$ cat config.mk
export PLATFORM = sky130hd
export DESIGN_NAME = lens_focus_step_planner
export DESIGN_NICKNAME = d
export VERILOG_FILES = /design/src/sv/lfsp_pkg.sv /design/src/sv/lfsp_regs.sv /design/src/sv/lfsp_dp.sv /design/src/sv/lfsp_ctrl.sv /design/src/sv/lens_focus_step_planner.sv
export VERILOG_INCLUDE_DIRS = /design/src /design/src/sv
export SDC_FILE = /design/constraint.sdc
export NUM_CORES = 1
export LEC_CHECK = 0
export BUFFER_PORTS_ARGS = -buffer_cell sky130_fd_sc_hd__buf_2
export CAP_MARGIN = 20
export CORE_MARGIN = 2
export CORE_UTILIZATION = 30
export DETAILED_ROUTE_END_ITERATION = 8
export REMOVE_ABC_BUFFERS = 1
export SLEW_MARGIN = 20
export SYNTH_ARGS = -nofsm -noshare
export SYNTH_HDL_FRONTEND = slang
export SYNTH_SLANG_ARGS = --single-unit
$ cat constraint.sdc
create_clock -name clk -period 8.8 [get_ports clk]
set_input_delay 0.88 -clock clk [delete_from_list [all_inputs] [get_ports clk]]
set_output_delay 0.88 -clock clk [all_outputs]
set_load 0.05 [all_outputs]
$ cat src/sv/lens_focus_step_planner_assert.svh
// assertion macros for the planner rtl
`ifndef LENS_FOCUS_STEP_PLANNER_ASSERT_SVH
`define LENS_FOCUS_STEP_PLANNER_ASSERT_SVH

`ifndef ASSERT_OFF
`define LFSP_ASSERT_IMP(lbl, ante, cons) \
  lbl: assert property (@(posedge clk) disable iff (rst) (ante) |-> (cons)) \
    else $error("lfsp assertion failed");
`define LFSP_ASSERT_NXT(lbl, ante, cons) \
  lbl: assert property (@(posedge clk) disable iff (rst) (ante) |=> (cons)) \
    else $error("lfsp assertion failed");
`else
`define LFSP_ASSERT_IMP(lbl, ante, cons)
`define LFSP_ASSERT_NXT(lbl, ante, cons)
`endif

`endif

$ cat src/sv/lfsp_pkg.sv
`timescale 1ns / 1ps
package lfsp_pkg;

  localparam int MAX_STEP_SIZES = 4;
  localparam int NUM_SIZE_REGS  = 4;
  localparam int SEARCH_FACTOR  = 10;

  localparam int POS_W  = 15;
  localparam int TGT_W  = 16;
  localparam int DIST_W = 16;
  localparam int CMD_W  = 4;
  localparam int IDX_W  = 2;
  localparam int N_W    = 3;
  localparam int ATT_W  = 6;
  localparam int MODE_W = 2;

  localparam int ADDR_W = 5;
  localparam int DATA_W = 32;
  localparam int OUT_W  = 24;

  // register indexes
  localparam logic [2:0] REG_FOCUS_LIMIT  = 3'd0;
  localparam logic [2:0] REG_START_MODE   = 3'd1;
  localparam logic [2:0] REG_HANDS_OFF    = 3'd2;
  localparam logic [2:0] REG_STEPS_IN_USE = 3'd3;
  localparam logic [2:0] REG_STEP_SIZE_1  = 3'd4;
  localparam logic [2:0] REG_STEP_SIZE_2  = 3'd5;
  localparam logic [2:0] REG_STEP_SIZE_3  = 3'd6;
  localparam logic [2:0] REG_STEP_SIZE_4  = 3'd7;

  // start mode codes
  localparam logic [MODE_W-1:0] MODE_UNKNOWN = 2'd0;
  localparam logic [MODE_W-1:0] MODE_ALWAYS  = 2'd1;
  localparam logic [MODE_W-1:0] MODE_BIGGER  = 2'd2;

  typedef struct packed {
    logic [POS_W-1:0]                     focus_limit;
    logic [MODE_W-1:0]                    start_mode;
    logic                                 hands_off;
    logic [N_W-1:0]                       steps_in_use;
    logic [NUM_SIZE_REGS-1:0][POS_W-1:0]  step_len;
  } cfg_t;

  typedef struct packed {
    logic load_in;
    logic init;
    logic rmove;
    logic settle;
    logic scan;
    logic smove;
    logic sdist;
    logic zero_out;
  } dp_cmd_t;

  typedef struct packed {
    logic do_reset;
    logic rmore;
    logic cont_first;
    logic cont_loop;
    logic cnt_zero;
    logic scan_done;
  } dp_sts_t;

endpackage

$ cat src/sv/lfsp_regs.sv
`timescale 1ns / 1ps
module lfsp_regs (
  input  logic                          clk,
  input  logic                          rst,
  input  logic                          psel,
  input  logic                          penable,
  input  logic                          pwrite,
  input  logic [lfsp_pkg::ADDR_W-1:0]   paddr,
  input  logic [lfsp_pkg::DATA_W-1:0]   pwdata,
  output logic [lfsp_pkg::DATA_W-1:0]   prdata,
  output logic                          pready,
  output lfsp_pkg::cfg_t                cfg
);
  import lfsp_pkg::*;

  logic       wr_en;
  logic [2:0] reg_idx;

  assign pready  = 1'b1;
  assign reg_idx = paddr[4:2];
  assign wr_en   = psel && penable && pwrite && pready;

  always_ff @(posedge clk) begin
    if (rst) begin
      cfg.focus_limit  <= 15'd32767;
      cfg.start_mode   <= MODE_UNKNOWN;
      cfg.hands_off    <= 1'b0;
      cfg.steps_in_use <= 3'd4;
      cfg.step_len[0]  <= 15'd1;
      cfg.step_len[1]  <= 15'd8;
      cfg.step_len[2]  <= 15'd64;
      cfg.step_len[3]  <= 15'd512;
    end else if (wr_en) begin
      unique case (reg_idx)
        REG_FOCUS_LIMIT:  cfg.focus_limit  <= pwdata[POS_W-1:0];
        REG_START_MODE:   cfg.start_mode   <= pwdata[MODE_W-1:0];
        REG_HANDS_OFF:    cfg.hands_off    <= pwdata[0];
        REG_STEPS_IN_USE: cfg.steps_in_use <= pwdata[N_W-1:0];
        REG_STEP_SIZE_1:  cfg.step_len[0]  <= pwdata[POS_W-1:0];
        REG_STEP_SIZE_2:  cfg.step_len[1]  <= pwdata[POS_W-1:0];
        REG_STEP_SIZE_3:  cfg.step_len[2]  <= pwdata[POS_W-1:0];
        REG_STEP_SIZE_4:  cfg.step_len[3]  <= pwdata[POS_W-1:0];
        default: ;
      endcase
    end
  end

  always_comb begin
    unique case (reg_idx)
      REG_FOCUS_LIMIT:  prdata = DATA_W'(cfg.focus_limit);
      REG_START_MODE:   prdata = DATA_W'(cfg.start_mode);
      REG_HANDS_OFF:    prdata = DATA_W'(cfg.hands_off);
      REG_STEPS_IN_USE: prdata = DATA_W'(cfg.steps_in_use);
      REG_STEP_SIZE_1:  prdata = DATA_W'(cfg.step_len[0]);
      REG_STEP_SIZE_2:  prdata = DATA_W'(cfg.step_len[1]);
      REG_STEP_SIZE_3:  prdata = DATA_W'(cfg.step_len[2]);
      REG_STEP_SIZE_4:  prdata = DATA_W'(cfg.step_len[3]);
      default:          prdata = '0;
    endcase
  end

endmodule

$ cat src/sv/lfsp_dp.sv
`timescale 1ns / 1ps
module lfsp_dp #(
  parameter int MAX_MOVES = 64
) (
  input  logic                        clk,
  input  logic                        rst,
  input  lfsp_pkg::cfg_t              cfg,
  input  lfsp_pkg::dp_cmd_t           cmd,
  output lfsp_pkg::dp_sts_t           sts,
  input  logic [lfsp_pkg::TGT_W-1:0]  target_in,
  output logic [lfsp_pkg::CMD_W-1:0]  step_command,
  output logic [lfsp_pkg::POS_W-1:0]  position_after
);
  import lfsp_pkg::*;

  localparam int CNT_W = $clog2(MAX_MOVES + 1);
  localparam logic [CNT_W-1:0] MAX_CNT = CNT_W'(MAX_MOVES);
  localparam int SPOS_W = POS_W + 3;

  // tracked position and request state
  logic              known;
  logic [POS_W-1:0]  pos;
  logic [TGT_W-1:0]  target;
  logic [POS_W-1:0]  rem;
  logic [CNT_W-1:0]  cnt;
  logic [ATT_W-1:0]  attempts;
  logic [DIST_W-1:0] remaining;
  logic [IDX_W-1:0]  best;
  logic [DIST_W-1:0] bestd;
  logic [IDX_W-1:0]  scan_k;
  logic              rmore;
  logic [POS_W-1:0]  last_start;
  logic [DIST_W-1:0] last_dist;
  logic [CMD_W-1:0]  out_cmd;
  logic [POS_W-1:0]  out_pos;

  logic [N_W-1:0]                      n_eff;
  logic [IDX_W-1:0]                    n_idx;
  logic [NUM_SIZE_REGS-1:0][POS_W-1:0] size_eff;
  logic [POS_W-1:0]                    largest;
  logic [POS_W-1:0]                    smallest;
  logic [ATT_W-1:0]                    att_lim;
  logic signed [SPOS_W-1:0]            cur_s;
  logic [DIST_W-1:0]                   focus_diff;
  logic [POS_W-1:0]                    f_start;
  logic [POS_W-1:0]                    span;
  logic [DIST_W-1:0]                   dist_new;
  logic [DIST_W-1:0]                   scan_d;
  logic [POS_W-1:0]                    rmove_pos;
  logic [POS_W-1:0]                    smove_pos;
  logic                                down;
  logic [CMD_W-1:0]                    smag;
  logic [CNT_W-1:0]                    cnt_inc;

  function automatic logic [DIST_W-1:0] abs_diff(input logic [DIST_W-1:0] a,
                                                 input logic [DIST_W-1:0] b);
    return (a > b) ? a - b : b - a;
  endfunction

  // one move from cur by size, clamped to 0..limit
  function automatic logic [POS_W-1:0] step_to(input logic signed [SPOS_W-1:0] cur,
                                               input logic [POS_W-1:0] size,
                                               input logic dn,
                                               input logic [POS_W-1:0] limit);
    logic signed [SPOS_W-1:0] sz;
    logic signed [SPOS_W-1:0] p;
    sz = $signed({3'b000, size});
    p  = dn ? cur - sz : cur + sz;
    if (p < 0) begin
      return '0;
    end else if (p > $signed({3'b000, limit})) begin
      return limit;
    end else begin
      return p[POS_W-1:0];
    end
  endfunction

  always_comb begin
    if (cfg.steps_in_use == '0) begin
      n_eff = N_W'(1);
    end else if (cfg.steps_in_use > N_W'(MAX_STEP_SIZES)) begin
      n_eff = N_W'(MAX_STEP_SIZES);
    end else begin
      n_eff = cfg.steps_in_use;
    end
  end

  assign n_idx = IDX_W'(n_eff - N_W'(1));

  // a zero step size acts as one
  always_comb begin
    for (int k = 0; k < NUM_SIZE_REGS; k++) begin
      size_eff[k] = (cfg.step_len[k] == '0) ? POS_W'(1) : cfg.step_len[k];
    end
  end

  assign largest  = size_eff[n_idx];
  assign smallest = size_eff[0];
  assign att_lim  = ATT_W'({n_eff, 3'b000}) + ATT_W'({n_eff, 1'b0});
  assign cur_s    = known ? $signed({3'b000, pos}) : -SPOS_W'(1);
  assign cnt_inc  = cnt + CNT_W'(1);

  assign focus_diff = abs_diff({1'b0, last_start}, target);
  assign f_start    = (cfg.hands_off && known) ? pos : '0;
  assign span       = (cfg.focus_limit > f_start) ? cfg.focus_limit - f_start : '0;
  assign dist_new   = abs_diff({1'b0, pos}, target);
  assign scan_d     = abs_diff(remaining, {1'b0, size_eff[scan_k]});

  assign rmove_pos = step_to(cur_s, largest, 1'b0, cfg.focus_limit);
  assign down      = target < {1'b0, pos};
  assign smove_pos = step_to(cur_s, size_eff[best], down, cfg.focus_limit);
  assign smag      = CMD_W'(best) + CMD_W'(1);

  always_ff @(posedge clk) begin
    if (rst) begin
      known      <= 1'b0;
      last_start <= '0;
      last_dist  <= '0;
    end else begin
      if (cmd.rmove || cmd.smove) begin
        known <= 1'b1;
      end
      if (cmd.settle) begin
        last_start <= pos;
        last_dist  <= dist_new;
      end
    end
  end

  always_ff @(posedge clk) begin
    if (cmd.load_in) begin
      target   <= target_in;
      cnt      <= '0;
      attempts <= '0;
    end
    if (cmd.init) begin
      rem <= span;
    end
    if (cmd.rmove) begin
      pos     <= rmove_pos;
      rem     <= rem - largest;
      cnt     <= cnt_inc;
      rmore   <= (rem >= largest) && (cnt_inc < MAX_CNT);
      out_cmd <= CMD_W'(n_eff);
      out_pos <= rmove_pos;
    end
    if (cmd.settle || cmd.sdist) begin
      remaining <= dist_new;
    end
    if (cmd.scan) begin
      if (scan_k == '0 || scan_d < bestd) begin
        best  <= scan_k;
        bestd <= scan_d;
      end
      scan_k <= scan_k + IDX_W'(1);
    end else begin
      scan_k <= '0;
    end
    if (cmd.smove) begin
      pos      <= smove_pos;
      cnt      <= cnt_inc;
      attempts <= attempts + ATT_W'(1);
      out_cmd  <= down ? CMD_W'(0) - smag : smag;
      out_pos  <= smove_pos;
    end
    if (cmd.zero_out) begin
      out_cmd <= '0;
      out_pos <= pos;
    end
  end

  // the loop check runs while the distance register is being refreshed
  always_comb begin
    sts.do_reset   = !known || (pos > cfg.focus_limit)
                     || (cfg.start_mode == MODE_ALWAYS)
                     || ((cfg.start_mode == MODE_BIGGER) && (focus_diff > last_dist));
    sts.rmore      = rmore;
    sts.cont_first = (remaining > {1'b0, smallest}) && (cnt < MAX_CNT);
    sts.cont_loop  = (dist_new >= {1'b0, smallest}) && (attempts < att_lim)
                     && (cnt < MAX_CNT);
    sts.cnt_zero   = (cnt == '0);
    sts.scan_done  = (scan_k == n_idx);
  end

  assign step_command   = out_cmd;
  assign position_after = out_pos;

endmodule

$ cat src/sv/lfsp_ctrl.sv
`timescale 1ns / 1ps
module lfsp_ctrl (
  input  logic                clk,
  input  logic                rst,
  input  logic                s_tvalid,
  output logic                s_tready,
  output logic                m_tvalid,
  input  logic                m_tready,
  output logic                m_tlast,
  input  lfsp_pkg::dp_sts_t   sts,
  output lfsp_pkg::dp_cmd_t   cmd
);
  import lfsp_pkg::*;

  typedef enum logic [11:0] {
    S_IDLE   = 12'b000000000001,
    S_DECIDE = 12'b000000000010,
    S_RMOVE  = 12'b000000000100,
    S_RNEXT  = 12'b000000001000,
    S_ROUT   = 12'b000000010000,
    S_SETTLE = 12'b000000100000,
    S_FCHK   = 12'b000001000000,
    S_SOUT   = 12'b000010000000,
    S_SCAN   = 12'b000100000000,
    S_SMOVE  = 12'b001000000000,
    S_SDIST  = 12'b010000000000,
    S_LOUT   = 12'b100000000000
  } state_t;

  state_t state, state_next;

  always_ff @(posedge clk) begin
    if (rst) begin
      state <= S_IDLE;
    end else begin
      state <= state_next;
    end
  end

  // the held word goes out as soon as the next move is known to follow
  always_comb begin
    state_next = state;
    unique case (state)
      S_IDLE:   if (s_tvalid) state_next = S_DECIDE;
      S_DECIDE: state_next = sts.do_reset ? S_RMOVE : S_SETTLE;
      S_RMOVE:  state_next = S_RNEXT;
      S_RNEXT:  state_next = sts.rmore ? S_ROUT : S_SETTLE;
      S_ROUT:   if (m_tready) state_next = S_RMOVE;
      S_SETTLE: state_next = S_FCHK;
      S_FCHK: begin
        if (sts.cont_first) begin
          state_next = sts.cnt_zero ? S_SCAN : S_SOUT;
        end else begin
          state_next = S_LOUT;
        end
      end
      S_SOUT:   if (m_tready) state_next = S_SCAN;
      S_SCAN:   if (sts.scan_done) state_next = S_SMOVE;
      S_SMOVE:  state_next = S_SDIST;
      S_SDIST:  state_next = sts.cont_loop ? S_SOUT : S_LOUT;
      S_LOUT:   if (m_tready) state_next = S_IDLE;
      default:  state_next = S_IDLE;
    endcase
  end

  always_comb begin
    cmd          = '0;
    cmd.load_in  = (state == S_IDLE) && s_tvalid;
    cmd.init     = (state == S_DECIDE);
    cmd.rmove    = (state == S_RMOVE);
    cmd.settle   = (state == S_SETTLE);
    cmd.scan     = (state == S_SCAN);
    cmd.smove    = (state == S_SMOVE);
    cmd.sdist    = (state == S_SDIST);
    cmd.zero_out = (state == S_FCHK) && !sts.cont_first && sts.cnt_zero;
  end

  assign s_tready = (state == S_IDLE);
  assign m_tvalid = (state == S_ROUT) || (state == S_SOUT) || (state == S_LOUT);
  assign m_tlast  = (state == S_LOUT);

endmodule

$ cat src/sv/lens_focus_step_planner.sv
`timescale 1ns / 1ps
// lens focus step planner
// s_tdata carries one target focus position; for each target the block sends
// one or more words on m_tdata, each a signed step command with the tracked
// position after it, m_tlast marking the final word of the request. a request
// that needs no move gives a single word with step command zero.
// registers are written over the apb port; the user must write them only
// while the block is idle, the block itself does not enforce it. one request
// at a time: s_tready is high only while idle. after acceptance a reset run
// (repeated largest steps) moves, checks for more and outputs a word for each
// move, and each search move scans the step sizes in use (1 to 4), makes the
// move, updates the distance and outputs the word; any output waits while the
// receiver holds m_tready low. up to MAX_MOVES words per request.
// a word waits in the output register until taken; nothing else advances
// while m_tready is low.
// reset leaves the focus position unknown and registers at their defaults,
// so the first request always begins with a reset run.
`include "lens_focus_step_planner_assert.svh"
module lens_focus_step_planner #(
  parameter int MAX_MOVES = 64
) (
  input  logic                          clk,
  input  logic                          rst,
  input  logic                          s_tvalid,
  output logic                          s_tready,
  input  logic [15:0]                   s_tdata,   // [15:0] target_position
  output logic                          m_tvalid,
  input  logic                          m_tready,
  output logic [lfsp_pkg::OUT_W-1:0]    m_tdata,   // [3:0] step_command, [18:4] position_after
  output logic                          m_tlast,
  input  logic                          psel,
  input  logic                          penable,
  input  logic                          pwrite,
  input  logic [lfsp_pkg::ADDR_W-1:0]   paddr,
  input  logic [lfsp_pkg::DATA_W-1:0]   pwdata,
  output logic [lfsp_pkg::DATA_W-1:0]   prdata,
  output logic                          pready
);
  import lfsp_pkg::*;

  cfg_t              cfg;
  dp_cmd_t           cmd;
  dp_sts_t           sts;
  logic [CMD_W-1:0]  step_command;
  logic [POS_W-1:0]  position_after;

  lfsp_regs u_regs (
    .clk     (clk),
    .rst     (rst),
    .psel    (psel),
    .penable (penable),
    .pwrite  (pwrite),
    .paddr   (paddr),
    .pwdata  (pwdata),
    .prdata  (prdata),
    .pready  (pready),
    .cfg     (cfg)
  );

  lfsp_ctrl u_ctrl (
    .clk      (clk),
    .rst      (rst),
    .s_tvalid (s_tvalid),
    .s_tready (s_tready),
    .m_tvalid (m_tvalid),
    .m_tready (m_tready),
    .m_tlast  (m_tlast),
    .sts      (sts),
    .cmd      (cmd)
  );

  lfsp_dp #(
    .MAX_MOVES (MAX_MOVES)
  ) u_dp (
    .clk            (clk),
    .rst            (rst),
    .cfg            (cfg),
    .cmd            (cmd),
    .sts            (sts),
    .target_in      (s_tdata[TGT_W-1:0]),
    .step_command   (step_command),
    .position_after (position_after)
  );

  assign m_tdata = {(OUT_W - POS_W - CMD_W)'(0), position_after, step_command};

  // no new request while a word is still waiting
  `LFSP_ASSERT_IMP(a_idle_no_word, s_tready, !m_tvalid)
  `LFSP_ASSERT_NXT(a_busy_after_accept, s_tvalid && s_tready, !s_tready)
  `LFSP_ASSERT_NXT(a_idle_after_last, m_tvalid && m_tready && m_tlast, s_tready)
  // every word but the final one is a real move
  `LFSP_ASSERT_IMP(a_move_not_zero, m_tvalid && !m_tlast, step_command != '0)

endmodule

; Word-level counts from Yosys, hierarchy flattened
; Index checks and enable logic that the tools add are counted.
[totals]
word_cells = 183
reg_bits = 240
out_inout_bits = 60
[op_classes]
n_addsub = 18
muxes = 48
n_lt_le_gt_ge = 22
n_reduce_logical = 44
eq_ne = 27
[ops]
columns = op, count
row1 = $mux W15, 18
row2 = $pmux W32 S8, 1
row3 = $pmux W12 S12, 1
row4 = $bmux W15 S2, 3
row5 = $mux W12, 7
row6 = $logic_not A15 Y1, 4
row7 = $mux W16, 3
row8 = $sub A15 B16 Y16, 3
row9 = $sub A16 B15 Y16, 3
row10 = $add A18 B16 Y18, 2
row11 = $gt A18 B16 Y1, 2
row12 = $lt A18 B1 Y1 const B, 2
row13 = $mux W18, 2
row14 = $gt A15 B16 Y1, 2
row15 = $gt A16 B15 Y1, 2
row16 = $gt A15 B15 Y1, 2
row17 = $sub A15 B15 Y15, 2
row18 = $mux W6, 4
row19 = $mux W7, 3
row20 = $reduce_and A2 Y1, 9
row21 = $sub A18 B16 Y18, 1
row22 = $ge A16 B15 Y1, 1
row23 = $gt A16 B16 Y1, 1
row24 = $lt A16 B15 Y1, 1
row25 = other kinds (45), 80

; Depth between registers and ports, before layout
; Gate-level depths: netlist of the first run.
[depth]
depth_word = 13
depth_mapped = 33

; Hierarchy
; A second synthesis of the first run with hierarchy kept.
[unflattened]
cells_unflattened = 2618
hier_area_um2 = 22808.1
[by_module_without_submodules]
columns = mod, seq_area_each_um2, area_per_inst_um2, cells_each, instances
row1 = lfsp_dp, 4033.9, 17744.5, 2053, 1
row2 = lfsp_regs, 1621.6, 4204.0, 456, 1
row3 = lfsp_ctrl, 240.2, 818.3, 103, 1
row4 = lens_focus_step_planner, 0.0, 41.3, 6, 1

; Worst setup path after synthesis of the first run
; Ideal clock, no wire load.
[synth_path]
path_kind = reg-to-reg
from = register u_dp.scan_k[0]
to = register u_dp.best[0], enable pin
period_less_slack_ps = 6943
setup_ps = 404
stages_incl_launch_ff = 25
path_slack_ps = 1857
t_arrival_ps = 6539
cell_sequence = dfxtp_1 -> clkbuf_1 -> clkbuf_1 -> mux4_2 -> ha_1 -> buf_2 -> and4_1 -> nand4_1 -> or4_1 -> nand4_1 -> nor3_1 -> nor2_2 -> buf_2 -> buf_2 -> mux2i_1 -> ha_1 -> a21boi_0 -> o21a_1 -> o21a_1 -> o21a_1 -> o21ai_0 -> nand2b_1 -> a211oi_1 -> o31ai_1 -> a31oi_1
[synth_via]
elab_chain_cells = 7
[synth_rtl]
columns = element, line
row1 = from (decl), lfsp_dp.sv:30  ; logic [IDX_W-1:0] scan_k;
row2 = from (signal assigned), lfsp_dp.sv:155  ; scan_k <= scan_k + IDX_W'(1);
row3 = $bmux W15 S2 (*), lfsp_dp.sv:107  ; assign scan_d = abs_diff(remaining, {1'b0, size_eff[scan_k]});
row4 = $mux W15 (implied by the code) (*), lfsp_dp.sv:107
row5 = $sub A15 B16 Y16 (tied with other cells), lfsp_dp.sv:57  ; return (a > b) ? a - b : b - a;
row6 = $mux W16 (*), lfsp_dp.sv:57
row7 = named net u_dp.scan_d[1], lfsp_dp.sv:48  ; logic [DIST_W-1:0] scan_d;
row8 = $lt A16 B16 Y1 (*), lfsp_dp.sv:151  ; if (scan_k == '0 || scan_d < bestd) begin
row9 = $logic_or A1 B1 Y1 (*), lfsp_dp.sv:151
row10 = $reduce_and A2 Y1 (no source line) (*), n/a
row11 = to (signal assigned), lfsp_dp.sv:152  ; best <= scan_k;
row12 = to (decl), lfsp_dp.sv:28  ; logic [IDX_W-1:0] best;
; Mark *: on every way through the listed nets, which the timed path passes. The rest lies on a longest branch. The select of a mux whose other input is x is not followed.
; A chain may end at the register's enable or synchronous reset.

; Worst setup path in the final report of the first run
[layout_path]
from = register u_dp.target[0]
to = register u_dp.out_pos[6], in the netlist u_dp.position_after[6], data pin
[layout_via]
elab_chain_cells = 7
[layout_rtl]
columns = element, line
row1 = from (decl), lfsp_dp.sv:23  ; logic [TGT_W-1:0] target;
row2 = from (signal assigned), lfsp_dp.sv:132  ; target <= target_in;
row3 = $lt A16 B15 Y1 (*), lfsp_dp.sv:110  ; assign down = target < {1'b0, pos};
row4 = $mux W18 (*), lfsp_dp.sv:68  ; p = dn ? cur - sz : cur + sz;
row5 = $gt A18 B16 Y1, lfsp_dp.sv:71  ; end else if (p > $signed({3'b000, limit})) begin
row6 = $mux W15, lfsp_dp.sv:71
row7 = $mux W15 (*), lfsp_dp.sv:69  ; if (p < 0) begin
row8 = $mux W15 (*), lfsp_dp.sv:159  ; if (cmd.smove) begin
row9 = $mux W15 (*), lfsp_dp.sv:166  ; if (cmd.zero_out) begin
row10 = to (signal assigned), lfsp_dp.sv:145  ; out_pos <= rmove_pos;
row11 = to (signal assigned), lfsp_dp.sv:164  ; out_pos <= smove_pos;
row12 = to (signal assigned), lfsp_dp.sv:168  ; out_pos <= pos;
row13 = to (decl), lfsp_dp.sv:35  ; logic [POS_W-1:0] out_pos;
; Every way passes the cells marked *; elsewhere a longest branch is shown, timed or not.

==> results of run 1 <==
-- final cells by class --
class | count | area [um2] | share of cell area
multi-input combinational | 2020 | 14700 | 0.606
sequential | 240 | 5900 | 0.242
tap | 959 | 1200 | 0.0493
clock buffer | 43 | 852 | 0.0350
inverter | 225 | 845 | 0.0347
timing repair buffer | 113 | 658 | 0.0270
clock inverter | 13 | 135 | 0.00555
antenna | 2 | 5.00 | 0.000206
-- how the worst min path moves through the flow --
stage                                    end  slack [ns]  depth (start not counted)
after detailed placement   u_dp.last_dist[6]        0.45                          2
after CTS                     u_dp.target[3]        0.43                          1
final                         u_dp.target[3]        0.45                          1
after global routing          u_dp.target[6]        0.43                          1
after global placement     u_dp.last_dist[3]        0.44                          2
after floorplan           u_dp.last_dist[15]        0.43                          2
-- power by group --
group | internal [uW] | switching [uW] | total (uW)
logic | 242 | 423 | 665
registers | 1190 | 22.2 | 1210
clock network | 734 | 527 | 1260
-- flip-flops by register name (all words and copies together) (netlist names), 16 cells and up --
name            count
u_regs.cfg         81
u_dp.bestd         16
u_dp.last_dist     16
u_dp.remaining     16
u_dp.target        16
-- cells in the mapped netlist (9+ instances only) --
cell        n  area, um2
nand2b_1   23        144
mux2i_1    62        621
edfxtp_1  109       3270
nand2_1   324       1220
buf_1      11       41.3
a22o_1     16        140
o21a_1     26        195
clkbuf_1   88        330
or3_1      18        113
inv_1     221        830
o21bai_1   23        173
dfxtp_1   131       2620
nor4_1     25        156
and2_1     24        150
xnor2_1    80        701
o31ai_1    11       82.6
nor2_1    146        548
a31oi_1    29        181
o22ai_1    11       68.8
fa_1       10        200
nor3_1     31        155
o211ai_1   38        285
a21o_1     93        698
a211oi_1   34        255
a21oi_1   232       1160
o21ai_0   113        566
nand4_1    35        219
and3_1      9       56.3
mux2_2     22        248
buf_4      24        180
nor2b_1    30        188
xor2_1     33        289
buf_2      21        105
nand3_1    49        245
mux4_2     43        968
ha_1      271       3390
-- metal layers --
layer  part of all wire  vias up  track usage
li1                   -     9422            -
met1               0.44     9401        0.274
met2               0.44      791        0.309
met3              0.087      123       0.0298
met4              0.036        2       0.0680
met5            0.00011        -            0
-- per-stage QoR --
step	total power (uW)	worst slack [ns]	hold WS, ns
floorplan	1670	1.79	0.426
global placement	1890	1.09	0.441
detailed placement	1890	1.03	0.446
CTS	3160	1.04	0.433
global route	3280	0.521	0.433
finish	3140	0.936	0.451
-- worst max-delay path, cell delays in order (launching register included) --
cell,delay (ns)
edfxtp_1,0.42
inv_1,0.11
ha_1,0.17
inv_1,0.06
fa_1,0.46
a21o_1,0.20
a221oi_1,0.40
nor4_1,0.08
or3_1,0.40
a211oi_2,0.26
buf_4,0.29
nand2_1,0.10
xnor2_1,0.14
ha_1,0.34
o21a_1,0.22
or2_2,0.28
a311o_1,0.32
nor2_1,0.21
xnor2_1,0.22
ha_1,0.33
a211o_1,0.29
a2111oi_0,0.53
o41ai_1,0.16
a21oi_1,0.16
o21ai_0,0.12
or3_1,0.74
mux2i_1,0.41
o21ai_0,0.14
-- cell families (layout without fill, tap and decap cells) --
logic type,Yosys count,in the layout
AO/OA/AOI/OAI,720,720
flip-flops,240,240
AND/OR/NAND/NOR,756,756
other,2,25
multiplexers,127,127
XOR/XNOR,113,113
adder cells (fa/ha/maj),281,281
buffers and inverters,371,394
==> run metrics, run 1 <==
status=complete, no violations; min-delay worst type=input pin to register; Final Setup Violations=0; Initial DRC Count=around 2,000; Max Cap Viol=0; Synth Area in Simple Gates=0.160; DP HPWL=59.3 mm; CTS sink cnt=240; post-route ant nets=0; CTS Buf Count=31; Hold Path Origin=s_tdata[3]; Core Area=about 73,000 um2; RSZ-0062 raised after global routing=false; P&R area growth vs syn=10.3%; port bufs=77; via-per-instance ratio=5.46; Final Max Tran Viols=0; hold_buf cts=0; Seq cells post-synth=240; crit-path max FO=20; share of post-route cells with drive strength above 1=0.0965; final wirelength=75.6 mm; die area=around 76,000 um2; Finished Core Util=0.334; GPL Wtd Cong=0.926; VDD IR-drop max=0.152 mV; Crit path required time=around 9.1 ns; gr usage total=0.196; Top FF cell, synth=dfxtp_1; Nets=a little under 3,000; R2R Setup Slk=0.94 ns; worst-case reg-to-reg path depth=27; max_slew headroom=0.284; placed insts=between 3,000 and 4,000; Yosys cell types=between 80 and 90; Seq/Total Area, Yosys=0.267; min Tclk post-route=7.86 ns; largest net degree at the start of global routing=57; initial antenna violation count=4; Async SR Flop Fraction=0; # DRC=0; Leak=~0.01 uW; root buffer cell=clkbuf_16; Final Hold Vio Count=0; area of placed instances=23,300 um2; design area=around 24,000 um2; Initial Util=0.303; CP Class=register to register; DIE WIDTH=roughly 280 um; mapped cell area=around 22,000 um2; most frequent cells in the layout=nand2_1 (324), ha_1 (271), a21oi_1 (232); Post-Syn Instances=2,610; CP Launch Point=u_dp.target[0]; main combinational cell family by area after synthesis=compound AO/OA/AOI/OAI gates; Synth Area in XOR/XNOR=0.0448; CP endpoint kind=register; non-filler cells, final=between 3,000 and 4,000; first-pass GRT wire length=114 mm; worst skew pair latency=roughly 0.62 ns; H-tree depth=1; FF-to-FF Start=u_dp.target[0]; # fillers=between 7,000 and 8,000; vias in the first global route=roughly 19,000; die height=around 280 um; total negative slack=0 ns; via count=slightly below 20,000; number of flops mapped to enable cells by yosys=between 100 and 150; Critical Path AT=between 8 and 9 ns; io pins=120; CTS clk-pin slew, worst paths=approximately 0.060 ns; worst-margin pin slew=between 1 and 1.5 ns; Critical R2R Capture=u_dp.position_after[6]; Setup crit end=u_dp.position_after[6]; Worst setup SP type=register; row cnt=approximately 100; Synth Area in Compound Gates=0.213; CTS tree=built; CTS Buffer Depth=3; multiplexer share of the synthesized area=0.0832; drt wl/cell=20.9 um; Peak Freq=127 MHz; Yosys warning count=0; post-CTS setup buffer count=0; PostCTS Resize Cnt=0; Pwr Density=around 130 nW/um2; Synth Area in Adders=0.163; Mapped Avg Cell Area=~8.5 um2; clk_skew=0.0232 ns; drt pass-1 iters=5; GRT Residual Overflow=0; commonest non-fill, non-tap cell in the layout=nand2_1; Final period util=0.894
No activity file was read; power rests on OpenSTA's default activity.
==> run 2: changes to the inputs <==
--- a/config.mk
+++ b/config.mk
@@ -11,6 +11,7 @@
 export CORE_MARGIN = 2
 export CORE_UTILIZATION = 30
 export DETAILED_ROUTE_END_ITERATION = 8
+export PLACE_DENSITY_LB_ADDON = 0.2
 export REMOVE_ABC_BUFFERS = 1
 export SLEW_MARGIN = 20
 export SYNTH_ARGS = -nofsm -noshare
==> run metrics, run 2 (synthesized netlist as in run 1, its figures left out) <==
via count=roughly 20,000; min Tclk post-route=8.12 ns; crit path buf inv count=3; GPL Wtd Cong=about 0.95; Crit path required time=around 9.1 ns; Leak=about 0.01 uW; post-route ant nets=0; worst-margin pin slew=approximately 1.1 ns; crit-path max FO=15; Worst setup SP type=register; CTS Buffer Depth=3; DIE WIDTH=~280 um; max FFs per register=81; P&R area growth vs syn=11.2%; root buffer cell=clkbuf_16; CTS Buf Count=34; row cnt=99; Max Cap Viol=0; Nets=a little under 3,000; Finished Core Util=0.336; Pwr Density=~130 nW/um2; CTS tree=built; commonest non-fill, non-tap cell in the layout=nand2_1; largest net degree at the start of global routing=77; Initial Util=0.303; non-filler cells, final=approximately 3,600; Int Pwr=2290 uW; Final Max Tran Viols=0; Combinational Power Share=0.197; clk_skew=around 0.023 ns; Storage cell area=between 5000 and 6000 um2; min-delay worst type=register to register; via-per-instance ratio=approximately 5.5; die height=approximately 280 um; worst setup margin=a little under 0.7 ns; gr usage total=0.219; Largest Register=u_regs.cfg; CP Class=register to register; # fillers=roughly 7,600; # DRC=0; CP endpoint kind=register; clock network power share=0.434; cell family with most CP delay=compound AO/OA/AOI/OAI gates; vias in the first global route=19,600; VDD IR-drop max=0.100 mV; worst skew pair latency=approximately 0.57 ns; Initial DRC Count=about 1,700; Peak Freq=123 MHz; Core Area=roughly 73,000 um2; Net Switching=1010 uW; CTS clk-pin slew, worst paths=around 0.050 ns; Critical Path AT=8.37 ns; initial antenna violation count=4; total negative slack=0 ns; port bufs=77; max_slew headroom=0.298; Sw Ratio=0.306; Placement Setup Slack=roughly 0.87 ns; Final Hold Vio Count=0; drt wl/cell=between 20 and 25 um; CP peak stage delay=approximately 0.74 ns; post-CTS setup buffer count=0; PostCTS Resize Cnt=0; final wirelength=roughly 84 mm; DP HPWL=~66 mm; CTS sink cnt=240; sequential power share=0.369; Worst path slowest cell=or3_1; area of the multi-input gates=between 10,000 and 15,000 um2; most frequent cells in the layout=nand2_1 (324), ha_1 (271), a21oi_1 (232); placed insts=between 3,000 and 4,000; H-tree depth=2; status=complete, no violations; drt pass-1 iters=5; RSZ-0062 raised after global routing=false; first-pass GRT wire length=approximately 120 mm; GRT Residual Overflow=0; share of post-route cells with drive strength above 1=0.102; Final period util=0.923; Final Setup Violations=0; hold_buf cts=0; io pins=between 100 and 150; die area=around 76,000 um2
[run 2: stage by stage]
stage                     hold slack, ns  power, uW  area [um2]
final                              0.452       3300       24500
after global routing               0.473       3430       24500
after CTS                          0.456       3330       24500
after detailed placement           0.445       1880       23400
after global placement             0.442       1870       23400
after floorplan                    0.426       1670       21500
[run 2: cell type report]
class | instances | area share
Clock inverter | 9 | 0.00459
Antenna cell | 3 | 0.000306
Multi-Input combinational cell | 2020 | 0.602
Tap cell | 959 | 0.0489
Clock buffer | 52 | 0.0416
Timing Repair Buffer | 116 | 0.0279
Sequential cell | 240 | 0.240
Inverter | 225 | 0.0344
[run 2: worst reg2reg max path, delay by kind of cell (launching register included)]
family / cells / cell delay, ns
xor gates and xnor gates: 2 / 0.37
AOI/OAI and AO/OA: 11 / 3.03
buffers and inverters: 3 / 0.48
DFF: 1 / 0.42
and+or+nand+nor: 6 / 1.97
adders and majority gates: 4 / 1.18
muxes: 1 / 0.35
[run 2: power groups by stage]
| stage | registers [uW] | clock network [uW] | logic (uW) |
|---|---|---|---|
| after floorplan | 1230 | 0 | 444 |
| after global placement | 1240 | 0 | 632 |
| after detailed placement | 1240 | 0 | 641 |
| after CTS | 1220 | 1470 | 645 |
| after global routing | 1220 | 1510 | 710 |
| final | 1220 | 1430 | 649 |
[run 2: path summary, 6_finish.rpt]
| kind | endpoint | slack [ns] | from | cells after the start |
|---|---|---|---|---|
| setup / recovery | u_dp.position_after[0] | 0.68 | u_dp.target[0] | 27 |
| hold / removal | u_dp.last_dist[7] | 0.45 | u_dp.last_dist[7] | 2 |
| setup reg to reg | u_dp.position_after[0] | 0.68 | u_dp.target[0] | 27 |
| hold reg to reg | u_dp.last_dist[7] | 0.45 | u_dp.last_dist[7] | 2 |
[run 2: routing by layer]
metal  track usage  share of wire  vias to the layer above
li1              -              -                     9436
met1         0.298           0.45                     9668
met2         0.352           0.45                      710
met3        0.0247          0.055                      136
met4        0.0902          0.041                        0
met5             0              0                        -
==> run 3: changes to the inputs <==
--- a/config.mk
+++ b/config.mk
@@ -6,6 +6,7 @@
 export SDC_FILE = /design/constraint.sdc
 export NUM_CORES = 1
 export LEC_CHECK = 0
+export ABC_AREA = 1
 export BUFFER_PORTS_ARGS = -buffer_cell sky130_fd_sc_hd__buf_2
 export CAP_MARGIN = 20
 export CORE_MARGIN = 2
==> run metrics, run 3 <==
min-delay worst type=register to register; Final Max Tran Viols=0; number of flops mapped to enable cells by yosys=approximately 110; io pins=120; VDD IR-drop max=between 0.15 and 0.2 mV; GPL Wtd Cong=between 0.9 and 1; CTS sink cnt=240; DIE WIDTH=roughly 280 um; Initial DRC Count=between 1,500 and 2,000; mapped cell area=around 22,000 um2; Critical Path AT=between 7 and 8 ns; drt pass-1 iters=5; Worst Hold End=u_dp.last_start[0]; cell mode on critical path=nand2_1; CTS clk-pin slew, worst paths=0.06 ns; placed insts=between 4,000 and 5,000; Yosys cell types=roughly 60; Final period util=0.831; Initial Util=0.304; Combinational Power Share=0.280; worst-margin pin slew=approximately 1.1 ns; Int Pwr=2390 uW; most common library cells after synthesis=nand2_1 (621), inv_1 (480), a21oi_1 (382); Post-Syn Instances=3,165; Crit path required time=9.12 ns; via-per-instance ratio=between 5 and 6; Peak Freq=around 140 MHz; CP peak stage delay=roughly 0.53 ns; Largest Register=u_regs.cfg; row cnt=99; Worst setup SP type=register; min Tclk post-route=roughly 7.3 ns; CP Class=register to register; via count=about 22,000; GRT Residual Overflow=0; total negative slack=0 ns; Core Area=~73,000 um2; P&R area growth vs syn=11.2%; final wirelength=between 80 and 90 mm; share of post-route cells with drive strength above 1=0.0658; port bufs=slightly below 80; Final Hold Vio Count=0; Seq cells post-synth=240; share of the synthesized area in the top cell type=0.152; # DRC=0; Max Cap Viol=0; RSZ-0062 raised after global routing=false; CTS tree=built; largest net degree at the start of global routing=between 90 and 100; count leader, synth=nand2_1; Worst path slowest cell=nor4_1; Final Setup Violations=0; Yosys warning count=0; initial antenna violation count=8; post-route ant nets=0; gr usage total=0.222; Async SR Flop Fraction=0; CP endpoint kind=register; max FFs per register=a little over 80; root buffer cell=clkbuf_16; clock network power share=0.388; CTS Buf Count=36; most frequent cells in the layout=nand2_1 (621), inv_1 (479), a21oi_1 (381); non-filler cells, final=4,201; Nets=~3,600; # fillers=8,009; worst-case reg-to-reg path depth=40; area of the multi-input gates=approximately 14,000 um2; vias in the first global route=~21,000; die area=around 76,000 um2; status=complete, no violations; top post-synthesis cells by area=ha_1 (15%), edfxtp_1 (15%), dfxtp_1 (12%); worst skew pair latency=between 0.5 and 0.6 ns; sequential power share=0.332; Seq/Total Area, Yosys=0.265; max_slew headroom=0.261; Mapped Avg Cell Area=about 7 um2; cell taking the most area after synthesis=ha_1; FF-to-FF Start=u_regs.cfg[11]; die height=~280 um; Net Switching=approximately 1400 uW; CTS Buffer Depth=3; Pwr Density=152 nW/um2; first-pass GRT wire length=130 mm; PostCTS Resize Cnt=0; CP Launch Point=u_regs.cfg[11]; hold_buf cts=0; crit-path max FO=26; crit path buf inv count=4; post-CTS setup buffer count=0; H-tree depth=2; cell family with most CP delay=simple AND/OR/NAND/NOR gates; Critical R2R Capture=u_dp.position_after[14]; R2R Setup Slk=~1.5 ns; DP HPWL=roughly 68 mm; commonest non-fill, non-tap cell in the layout=nand2_1; hold depth=2; clk_skew=about 0.026 ns; drt wl/cell=20.7 um; Storage cell area=slightly below 6000 um2; Top FF cell, synth=dfxtp_1; Sw Ratio=0.367; Leak=between 0.01 and 0.015 uW; Hold Path Origin=u_dp.last_start[0]
## run 3: how the worst max path moves through the flow
stage | to | slack, ns | cells past startpoint
after floorplan | u_dp.position_after[0] | 1.82 | 31
after global placement | u_dp.position_after[4] | 1.69 | 40
after detailed placement | u_dp.position_after[14] | 1.67 | 40
after CTS | u_dp.position_after[4] | 1.60 | 40
after global routing | u_dp.position_after[6] | 0.95 | 40
final | u_dp.position_after[14] | 1.49 | 40
## run 3: per-layer routing
| layer | GRT usage | part of all wire | vias to the layer above |
|---|---|---|---|
| li1 | - | - | 10800 |
| met1 | 0.305 | 0.46 | 10300 |
| met2 | 0.355 | 0.44 | 644 |
| met3 | 0.0273 | 0.056 | 143 |
| met4 | 0.0845 | 0.038 | 4 |
| met5 | 0 | 0.00026 | - |
## run 3: cell type report
type	instances	share of cell area
Antenna cell	4	0.000404
Clock buffer	53	0.0427
Clock inverter	13	0.00455
Inverter	492	0.0748
Multi-Input combinational cell	2337	0.568
Sequential cell	240	0.238
Tap cell	959	0.0485
Timing Repair Buffer	103	0.0234
## run 3: cells by family (layout without fill, tap and decap cells)
group,after synthesis,count (layout),share of synthesized area
compound gates,866,866,0.220
xor+xnor,100,100,0.0393
fa+ha+maj,281,281,0.161
buf+inv,609,661,0.109
flops,240,240,0.265
mux,8,8,0.00371
other cells,2,27,0.000337
simple gates,1059,1059,0.201
## run 3: tightest hold or removal path: stages (launching register included)
cell,delay [ns]
dfxtp_1,0.31
inv_1,0.07
a21oi_1,0.06
## run 3: metrics by stage
stage	worst slack (ns)	hold WS [ns]	utilization	cell area, um2	total power, uW
6_report	1.49	0.483	0.338	24800	3780
5_1_grt	0.950	0.480	0.338	24800	3970
4_1_cts	1.60	0.466	0.338	24700	3790
3_5_place_dp	1.67	0.477	0.322	23600	2320
3_3_place_gp	1.69	0.475	0.322	23600	2320
2_1_floorplan	1.82	0.446	-	21800	1970
## run 3: power by group through the flow
stage | logic [uW] | clock network [uW] | registers [uW]
after global placement | 1040 | 0 | 1270
after detailed placement | 1040 | 0 | 1270
after floorplan | 710 | 0 | 1260
after CTS | 1050 | 1500 | 1250
after global routing | 1180 | 1540 | 1250
final | 1060 | 1470 | 1250
